$ cat src/rtl/pblep_pkg.sv
`timescale 1ns / 1ps
// ----------------------------------------------------------------------------
// pblep_pkg
// shared types and register indexes of the polyblep residual block
// ----------------------------------------------------------------------------
package pblep_pkg;

  // configuration register indexes
  localparam logic CFG_WAVEFORM  = 1'b0;
  localparam logic CFG_PHASE_INC = 1'b1;

  // how the residual of one request is shaped
  typedef struct packed {
    logic active;    // a discontinuity lies next to the previous sample
    logic low_side;  // use the t <= 0 branch of the residual
    logic invert;    // mid-cycle square step, opposite sign
  } pblep_flags_t;

endpackage

$ cat src/rtl/pblep_div.sv
`timescale 1ns / 1ps
// ----------------------------------------------------------------------------
// pblep_div
// bit-serial restoring divider, one quotient bit per cycle, saturating at 1.0
// ----------------------------------------------------------------------------
module pblep_div #(
  parameter int NUM_W = 25,
  parameter int DEN_W = 24,
  parameter int FRAC  = 16
) (
  input  logic             clk,
  input  logic             rst,
  input  logic             start,
  input  logic [NUM_W-1:0] mag,
  input  logic [DEN_W-1:0] den,
  output logic             done,
  output logic [FRAC:0]    quot_sat
);

  localparam int SH_W  = NUM_W + FRAC;
  localparam int CNT_W = $clog2(SH_W + 1);
  localparam int Q_W   = FRAC + 1;
  localparam logic [Q_W-1:0] Q_ONE = Q_W'(1) << FRAC;

  logic [SH_W-1:0]  num_sr;
  logic [DEN_W-1:0] rem;
  logic [DEN_W-1:0] den_q;
  logic [Q_W-1:0]   quot;
  logic             ovf;
  logic [CNT_W-1:0] cnt;
  logic             busy;

  logic [DEN_W:0]   trial;
  logic [DEN_W:0]   diff;
  logic             ge;
  logic [DEN_W-1:0] rem_next;
  logic             sat;

  // remainder stays below the divisor, so one trial subtract per bit
  assign trial    = {rem, num_sr[SH_W-1]};
  assign diff     = trial - {1'b0, den_q};
  assign ge       = (trial >= {1'b0, den_q});
  assign rem_next = ge ? diff[DEN_W-1:0] : trial[DEN_W-1:0];

  always_ff @(posedge clk) begin
    if (rst) begin
      busy <= 1'b0;
      done <= 1'b0;
      cnt  <= '0;
    end else begin
      done <= 1'b0;
      if (start) begin
        busy <= 1'b1;
        cnt  <= CNT_W'(SH_W);
      end else if (busy) begin
        cnt <= cnt - CNT_W'(1);
        if (cnt == CNT_W'(1)) begin
          busy <= 1'b0;
          done <= 1'b1;
        end
      end
    end
  end

  always_ff @(posedge clk) begin
    if (start) begin
      num_sr <= {mag, {FRAC{1'b0}}};
      rem    <= '0;
      quot   <= '0;
      ovf    <= 1'b0;
      den_q  <= den;
    end else if (busy) begin
      num_sr <= num_sr << 1;
      rem    <= rem_next;
      quot   <= {quot[Q_W-2:0], ge};
      ovf    <= ovf | quot[Q_W-1];
    end
  end

  // anything above 1.0 clamps to 1.0
  assign sat      = ovf | (quot[Q_W-1] & (|quot[Q_W-2:0]));
  assign quot_sat = sat ? Q_ONE : quot;

endmodule

$ cat src/rtl/pblep_shape.sv
`timescale 1ns / 1ps
// ----------------------------------------------------------------------------
// pblep_shape
// squares t and applies the two-sided quadratic residual, doubled
// ----------------------------------------------------------------------------
module pblep_shape #(
  parameter int FRAC = 16
) (
  input  logic                   clk,
  input  logic                   rst,
  input  logic                   start,
  input  logic [FRAC:0]          t,
  input  pblep_pkg::pblep_flags_t flags,
  output logic                   done,
  output logic [FRAC+1:0]        result
);

  localparam int SQ_W = 2 * FRAC + 2;
  localparam int R_W  = FRAC + 3;
  localparam logic [SQ_W:0] RND = (SQ_W + 1)'(1) << (FRAC - 1);
  localparam logic [R_W-1:0] R_ONE = R_W'(1) << FRAC;

  logic [SQ_W-1:0]         sq;
  logic [FRAC:0]           t_q;
  pblep_pkg::pblep_flags_t fl_q;
  logic                    sq_vld;

  logic [SQ_W:0]  sq_rnd;
  logic [R_W-1:0] tt;
  logic [R_W-1:0] pos;
  logic [R_W-1:0] res_full;

  always_ff @(posedge clk) begin
    if (rst) begin
      sq_vld <= 1'b0;
      done   <= 1'b0;
    end else begin
      sq_vld <= start;
      done   <= sq_vld;
    end
  end

  always_ff @(posedge clk) begin
    if (start) begin
      sq   <= t * t;
      t_q  <= t;
      fl_q <= flags;
    end
    if (sq_vld) begin
      result <= res_full[FRAC+1:0];
    end
  end

  // t^2 rounded half up back to the output scale
  assign sq_rnd = {1'b0, sq} + RND;
  assign tt     = sq_rnd[SQ_W:FRAC];
  // 2t - t^2 - 1; negated on the low branch or for an inverted step, not both
  assign pos    = (R_W'(t_q) << 1) - tt - R_ONE;

  always_comb begin
    if (!fl_q.active) begin
      res_full = '0;
    end else if (fl_q.low_side ^ fl_q.invert) begin
      res_full = R_W'(0) - pos;
    end else begin
      res_full = pos;
    end
  end

endmodule

$ cat src/rtl/polyblep_residual_saw_square_top.sv
`timescale 1ns / 1ps
// ----------------------------------------------------------------------------
// polyblep_residual_saw_square_top
// polyblep anti-aliasing correction for sawtooth and square oscillators
// ----------------------------------------------------------------------------
// Each request carries one oscillator phase (unsigned fraction of a cycle,
// PHASE_BITS wide) and yields exactly one correction (signed, OUT_FRAC_BITS
// fraction bits, range -1..+1) for the previous sample. A phase wrap, and in
// square mode a crossing of one half, marks a discontinuity; its distance
// from the previous sample is divided by the phase increment with a
// bit-serial divider that retires one quotient bit per cycle. The block
// works on one request at a time: the next request is accepted only
// after the current one has passed the capture stage, the
// PHASE_BITS + 1 + OUT_FRAC_BITS steps of the divider and the square
// and output stages and the result sits in the output register. A finished
// correction waits in an output register, so a stalled output side does
// not hold off the next phase until a second result is ready. Configuration
// writes take effect at once and are expected only while the block is idle;
// a phase increment of zero is taken as one.
// ----------------------------------------------------------------------------
module polyblep_residual_saw_square_top #(
  parameter int PHASE_BITS    = 24,
  parameter int OUT_FRAC_BITS = 16
) (
  input  logic                                   clk,
  input  logic                                   rst,
  // phase input stream
  input  logic                                   s_tvalid,
  output logic                                   s_tready,
  input  logic [((PHASE_BITS + 7) / 8) * 8 - 1:0] s_tdata,   // [PHASE_BITS-1:0] phase
  // correction output stream
  output logic                                   m_tvalid,
  input  logic                                   m_tready,
  output logic [((OUT_FRAC_BITS + 9) / 8) * 8 - 1:0] m_tdata, // [OUT_FRAC_BITS+1:0] correction
  // configuration write port
  input  logic                                   cfg_we,
  input  logic                                   cfg_addr,
  input  logic [PHASE_BITS-1:0]                  cfg_data
);

  localparam int PB    = PHASE_BITS;
  localparam int FRAC  = OUT_FRAC_BITS;
  localparam int OUT_W = FRAC + 2;
  localparam int MAG_W = PB + 1;
  localparam int M_TDATA_W = ((OUT_FRAC_BITS + 9) / 8) * 8;

  // phase 1.0 and 0.5 one bit wider than the phase
  localparam logic [MAG_W-1:0] PH_ONE  = MAG_W'(1) << PB;
  localparam logic [MAG_W-1:0] PH_HALF = MAG_W'(1) << (PB - 1);
  localparam logic [PB-1:0]    INC_RESET = PB'(65536);
  localparam logic [OUT_W-1:0] OUT_ONE   = OUT_W'(1) << FRAC;

  // control sequence of one request
  typedef enum logic [3:0] {
    ST_IDLE  = 4'b0001,  // ready for a phase
    ST_DIV   = 4'b0010,  // serial divide running
    ST_SHAPE = 4'b0100,  // square and residual
    ST_WAIT  = 4'b1000   // result held, output register still full
  } state_t;

  state_t                  state;
  state_t                  state_next;

  // configuration
  logic                    waveform;
  logic [PB-1:0]           phase_inc;

  // phase history
  logic [PB-1:0]           prev_phase;
  logic [PB-1:0]           prev2_phase;

  // captured request
  logic [MAG_W-1:0]        mag;
  pblep_pkg::pblep_flags_t flags;
  logic                    div_start;

  logic [PB-1:0]           ph;
  logic                    accept;
  logic                    wrap_now;
  logic                    wrap_prev;
  logic                    half_step;
  logic [MAG_W-1:0]        mag_next;
  pblep_pkg::pblep_flags_t flags_next;
  logic [PB-1:0]           den;

  logic                    div_done;
  logic [FRAC:0]           t_sat;
  logic                    shp_done;
  logic [OUT_W-1:0]        shp_result;

  logic                    out_free;
  logic                    out_load;
  logic [OUT_W-1:0]        out_reg;
  logic                    out_vld;

  assign ph       = s_tdata[PB-1:0];
  assign s_tready = (state == ST_IDLE);
  assign accept   = s_tvalid & s_tready;

  // configuration register writes
  always_ff @(posedge clk) begin
    if (rst) begin
      waveform  <= 1'b0;
      phase_inc <= INC_RESET;
    end else if (cfg_we) begin
      unique case (cfg_addr)
        pblep_pkg::CFG_WAVEFORM:  waveform  <= cfg_data[0];
        pblep_pkg::CFG_PHASE_INC: phase_inc <= cfg_data;
        default: ;
      endcase
    end
  end

  // discontinuity detect against the two previous phases
  assign wrap_now  = (prev_phase > ph);
  assign wrap_prev = (prev2_phase > prev_phase);
  assign half_step = waveform &
                     ((~prev_phase[PB-1] & ph[PB-1]) |
                      (~prev2_phase[PB-1] & prev_phase[PB-1]));

  always_comb begin
    mag_next   = '0;
    flags_next = '0;
    if (wrap_now) begin
      // wrap right after the previous sample: offset is prev - 1.0
      mag_next            = PH_ONE - {1'b0, prev_phase};
      flags_next.active   = 1'b1;
      flags_next.low_side = 1'b1;
    end else if (wrap_prev) begin
      // wrap right before the previous sample
      mag_next            = {1'b0, prev_phase};
      flags_next.active   = 1'b1;
      flags_next.low_side = (prev_phase == '0);
    end else if (half_step) begin
      flags_next.active = 1'b1;
      flags_next.invert = 1'b1;
      if (prev_phase[PB-1]) begin
        mag_next            = {2'b00, prev_phase[PB-2:0]};
        flags_next.low_side = (prev_phase[PB-2:0] == '0);
      end else begin
        mag_next            = PH_HALF - {1'b0, prev_phase};
        flags_next.low_side = 1'b1;
      end
    end
  end

  // zero increment divides as one
  assign den = (phase_inc == '0) ? PB'(1) : phase_inc;

  always_ff @(posedge clk) begin
    if (rst) begin
      prev_phase  <= '0;
      prev2_phase <= '0;
      div_start   <= 1'b0;
    end else begin
      div_start <= accept;
      if (accept) begin
        prev2_phase <= prev_phase;
        prev_phase  <= ph;
      end
    end
  end

  always_ff @(posedge clk) begin
    if (accept) begin
      mag   <= mag_next;
      flags <= flags_next;
    end
  end

  pblep_div #(
    .NUM_W (MAG_W),
    .DEN_W (PB),
    .FRAC  (FRAC)
  ) u_div (
    .clk      (clk),
    .rst      (rst),
    .start    (div_start),
    .mag      (mag),
    .den      (den),
    .done     (div_done),
    .quot_sat (t_sat)
  );

  pblep_shape #(
    .FRAC (FRAC)
  ) u_shape (
    .clk    (clk),
    .rst    (rst),
    .start  (div_done),
    .t      (t_sat),
    .flags  (flags),
    .done   (shp_done),
    .result (shp_result)
  );

  // output register takes a result when empty or being emptied
  assign out_free = ~out_vld | m_tready;
  assign out_load = ((state == ST_SHAPE) & shp_done & out_free) |
                    ((state == ST_WAIT) & out_free);

  always_comb begin
    state_next = state;
    unique case (state)
      ST_IDLE:  if (accept) state_next = ST_DIV;
      ST_DIV:   if (div_done) state_next = ST_SHAPE;
      ST_SHAPE: if (shp_done) state_next = out_free ? ST_IDLE : ST_WAIT;
      ST_WAIT:  if (out_free) state_next = ST_IDLE;
      default:  state_next = ST_IDLE;
    endcase
  end

  always_ff @(posedge clk) begin
    if (rst) begin
      state   <= ST_IDLE;
      out_vld <= 1'b0;
    end else begin
      state <= state_next;
      if (out_load) begin
        out_vld <= 1'b1;
      end else if (m_tready) begin
        out_vld <= 1'b0;
      end
    end
  end

  always_ff @(posedge clk) begin
    if (out_load) begin
      out_reg <= shp_result;
    end
  end

  assign m_tvalid = out_vld;
  assign m_tdata  = M_TDATA_W'(out_reg);

  // divider finishes only while the sequence waits for it
  a_div_done_in_div: assert property (@(posedge clk) disable iff (rst)
    div_done |-> state == ST_DIV)
    else $error("divider finished outside divide phase");

  // residual finishes only while the sequence waits for it
  a_shp_done_in_shape: assert property (@(posedge clk) disable iff (rst)
    shp_done |-> state == ST_SHAPE)
    else $error("residual finished outside shape phase");

  // an accepted phase launches the divider on the next cycle
  a_accept_starts_div: assert property (@(posedge clk) disable iff (rst)
    accept |=> (div_start && state == ST_DIV))
    else $error("accepted phase did not start the divider");

  // a delivered correction stays within -1..+1
  a_out_range: assert property (@(posedge clk) disable iff (rst)
    m_tvalid |-> ($signed(out_reg) <= $signed(OUT_ONE) &&
                  $signed(out_reg) >= -$signed(OUT_ONE)))
    else $error("correction out of range");

endmodule
$ cat config.mk
export PLATFORM = sky130hd
export DESIGN_NAME = polyblep_residual_saw_square_top
export DESIGN_NICKNAME = d
export VERILOG_FILES = /design/src/rtl/pblep_pkg.sv /design/src/rtl/pblep_div.sv /design/src/rtl/pblep_shape.sv /design/src/rtl/polyblep_residual_saw_square_top.sv
export SDC_FILE = /design/constraint.sdc
export NUM_CORES = 1
export LEC_CHECK = 0
export BUFFER_PORTS_ARGS = -buffer_cell sky130_fd_sc_hd__buf_2
export CAP_MARGIN = 20
export CORE_ASPECT_RATIO = 1.1
export CORE_MARGIN = 4
export CORE_UTILIZATION = 35
export CTS_CLUSTER_DIAMETER = 30
export DETAILED_ROUTE_END_ITERATION = 12
export PLACE_DENSITY = 0.47
export SLEW_MARGIN = 0
export SYNTH_ARGS = -nofsm -noshare
export SYNTH_HDL_FRONTEND = slang
export SYNTH_SLANG_ARGS = --single-unit
$ cat constraint.sdc
create_clock -name clk -period 14 [get_ports clk]
set_input_delay 4.2 -clock clk [delete_from_list [all_inputs] [get_ports clk]]
set_output_delay 4.2 -clock clk [all_outputs]
set_load 0.1 [all_outputs]
==> impl_metrics.env <==
export IMPL_outcome="completed"
export IMPL_final_area_um2=26500
export IMPL_ys_seq_area_share_pct=31.7
export IMPL_grt_pass1_wl_um=87600
export IMPL_p_sw_mw=1.04
export IMPL_n_antenna_cell=0
export IMPL_hp_class="reg2reg"
export IMPL_synth_edf_count=152
export IMPL_worst_path_max_delay_cell="a221oi_1"
export IMPL_worstMarginPinSlew_ps=1030
export IMPL_row_count=97
export IMPL_synthToLayoutAreaGrowth_pct=16.9
export IMPL_finalPower_mw=3.54
export IMPL_slew_viol_final=0
export IMPL_cts_buffer_depth=3
export IMPL_synth_flop_cell="edfxtp_1"
export IMPL_fin_setup_tns_ps=0
export IMPL_dpl_instance_area_um2=23900
export IMPL_vias=16300
export IMPL_power_frac_seq_pct=29.1
export IMPL_cp_start_kind="flip-flop"
export IMPL_wl_per_cell_um=15.7
export IMPL_antenna_found_initial=0
export IMPL_fmax_mhz=128
export IMPL_core_um2=64000
export IMPL_grt_pass1_vias=17000
export IMPL_synth_commonest_cells="378 x inv_1, 309 x nand2_1, 212 x ha_1"
export IMPL_dieHeight_um=275
export IMPL_clk_latency_ps=600
export IMPL_post_cts_buffers=0
export IMPL_critPathTopFamily="adder cells"
export IMPL_layout_min_cycle_time_ps=7820
export IMPL_gr_total_overflow=0
export IMPL_htree_levels=3
export IMPL_p_int_mw=2.49
export IMPL_fp_dieW_um=251
export IMPL_grt_max_degree=90
export IMPL_whs_ps=409
export IMPL_dp_cells=3246
export IMPL_largestRegisters="mag x25, u_div.num_sr x25"
export IMPL_clkTransAtPathRegs_ps=50
export IMPL_synthCells=2411
export IMPL_cts_tree="yes"
export IMPL_critPathCaptureType="flip-flop"
export IMPL_yosys_warnings=0
export IMPL_crit_type="reg2reg"
export IMPL_place_congestion=0.822
export IMPL_initial_core_util_pct=35.5
export IMPL_p_per_area_nw_per_um2=133
export IMPL_ys_ff_latch=283
export IMPL_grt_util_all_layers_pct=15.6
export IMPL_io_buffers=73
export IMPL_final_nets=2938
export IMPL_synth_top_area_share_pct=20.1
export IMPL_ios=80
export IMPL_power_frac_comb_pct=20.9
export IMPL_dr_pass1_iters=5
export IMPL_post_dp_hpwl_um=40900
export IMPL_crit_fanout=26
export IMPL_maxCapViolations=0
export IMPL_fin_worst_skew_ps=32.2
export IMPL_drive_gt1_share_pct=10.4
export IMPL_setup_violations=0
export IMPL_stdcell_count=3384
export IMPL_drtIter0Drc=726
export IMPL_dieArea_um2=69000
export IMPL_peakVddDrop_mv=0.0905
export IMPL_clkSinkCount=283
export IMPL_period_share_pct=55.9
export IMPL_vias_per_cell=4.83
export IMPL_numCtsBuffers=74
export IMPL_worst_ep_required_time_ps=14350
export IMPL_switching_share_pct=29.5
export IMPL_drc=0
export IMPL_max_slew_margin_pct=30.5
export IMPL_ant_nets=0
export IMPL_worst_ep_arrival_time_ps=8170
export IMPL_path_buf_inv=6
export IMPL_drt_total_wl_um=53100
export IMPL_hold_violations=0
export IMPL_crit_top_cell="fa_1"
export IMPL_postCtsHoldBufs=0
export IMPL_synth_area_leaders="edfxtp_1 20%, fa_1 17%, ha_1 12%"
export IMPL_yosysUniqueCellTypes=80
export IMPL_syn_area_um2=22700
export IMPL_max_stage_delay_ps=580
export IMPL_dp_slack_ps=5970
export IMPL_finalWorstSetupSlack_ps=6180
export IMPL_final_util_pct=41.5
export IMPL_syn_area_per_cell_um2=9.41
export IMPL_cts_root_buf="clkbuf_16"
export IMPL_synth_top_area_cell="edfxtp_1"
export IMPL_post_cts_resize_count=0
export IMPL_rsz0062_at_grt="false"
export IMPL_async_flop_share_pct=0
export IMPL_cellLeakagePower_nw=12.2
export IMPL_clkPwrFrac_pct=49.9
export IMPL_synth_most_common_cell="inv_1"
## worst reg2reg max path: cells and delay by family, from the launching register on
kind                     cells  cell delay (ps)
adder cells (fa/ha/maj)      7             3180
AO/OA/AOI/OAI                8             2120
buffers and inverters        6              620
XOR/XNOR                     1               70
AND/OR/NAND/NOR              5             1100
flip-flops                   1              530
## routing by layer
layer  GRT usage, %  up-vias  share of wire, %
met5              0        -                 0
met4           4.41        0               2.5
met3           2.82       79               3.1
met2           27.8      220                51
met1           19.3     7883                44
li1               -     8167                 -
## layout make-up
cell class	instances	area, um2
fill	6276	37400
multi-input combinational	1653	13700
sequential	283	7190
clock buffer	99	2060
inverter	381	1430
tap	841	1050
clock inverter	39	602
timing repair buffer	88	478
## final timing paths
check	depth (start not counted)	slack, ps	end	start
setup / recovery	27	6180	u_shape.sq[33]	u_div.quot[14]
hold / removal	0	410	out_reg[11]	u_shape.result[11]
setup reg to reg	27	6180	u_shape.sq[33]	u_div.quot[14]
hold reg to reg	0	410	out_reg[11]	u_shape.result[11]
## cell families (layout without fill, tap and decap cells)
group | count (synthesis) | after routing | share of synthesized area, %
AND/OR/NAND/NOR | 685 | 685 | 14.2
multiplexers | 62 | 62 | 2.88
other | 2 | 29 | 0.0331
XOR/XNOR | 88 | 88 | 3.40
buffers and inverters | 502 | 607 | 8.45
AO/OA/AOI/OAI | 386 | 386 | 10.8
adder cells (fa/ha/maj) | 403 | 403 | 28.5
flip-flops | 283 | 283 | 31.7
## power groups by stage
stage	sequential (mW)	combinational [mW]	clock, mW
2_1_floorplan	1.02	0.589	0
3_3_place_gp	1.04	0.735	0
3_5_place_dp	1.05	0.744	0
4_1_cts	1.03	0.750	1.81
5_1_grt	1.04	0.842	1.86
6_report	1.03	0.741	1.77
## placed cells by master (no fill, tap or decap), types with 16 or more instances in the layout
| cell | n |
|---|---|
| inv_1 | 378 |
| nand2_1 | 309 |
| ha_1 | 212 |
| fa_1 | 191 |
| edfxtp_1 | 152 |
| a21oi_1 | 146 |
| dfxtp_1 | 128 |
| nor2_1 | 120 |
| clkbuf_16 | 76 |
| buf_2 | 73 |
| o21ai_0 | 60 |
| xnor2_1 | 53 |
| and3_1 | 51 |
| nor3_1 | 37 |
| mux2i_1 | 36 |
| xor2_1 | 35 |
| a21o_1 | 31 |
| conb_1 | 29 |
| and2_1 | 27 |
| mux2_2 | 26 |
| nand4_1 | 24 |
| a211oi_1 | 23 |
| nor4_1 | 20 |
| or3_1 | 18 |
| nor2b_1 | 17 |
| clkbuf_1 | 16 |
No activity file was read; power rests on OpenSTA's default activity.
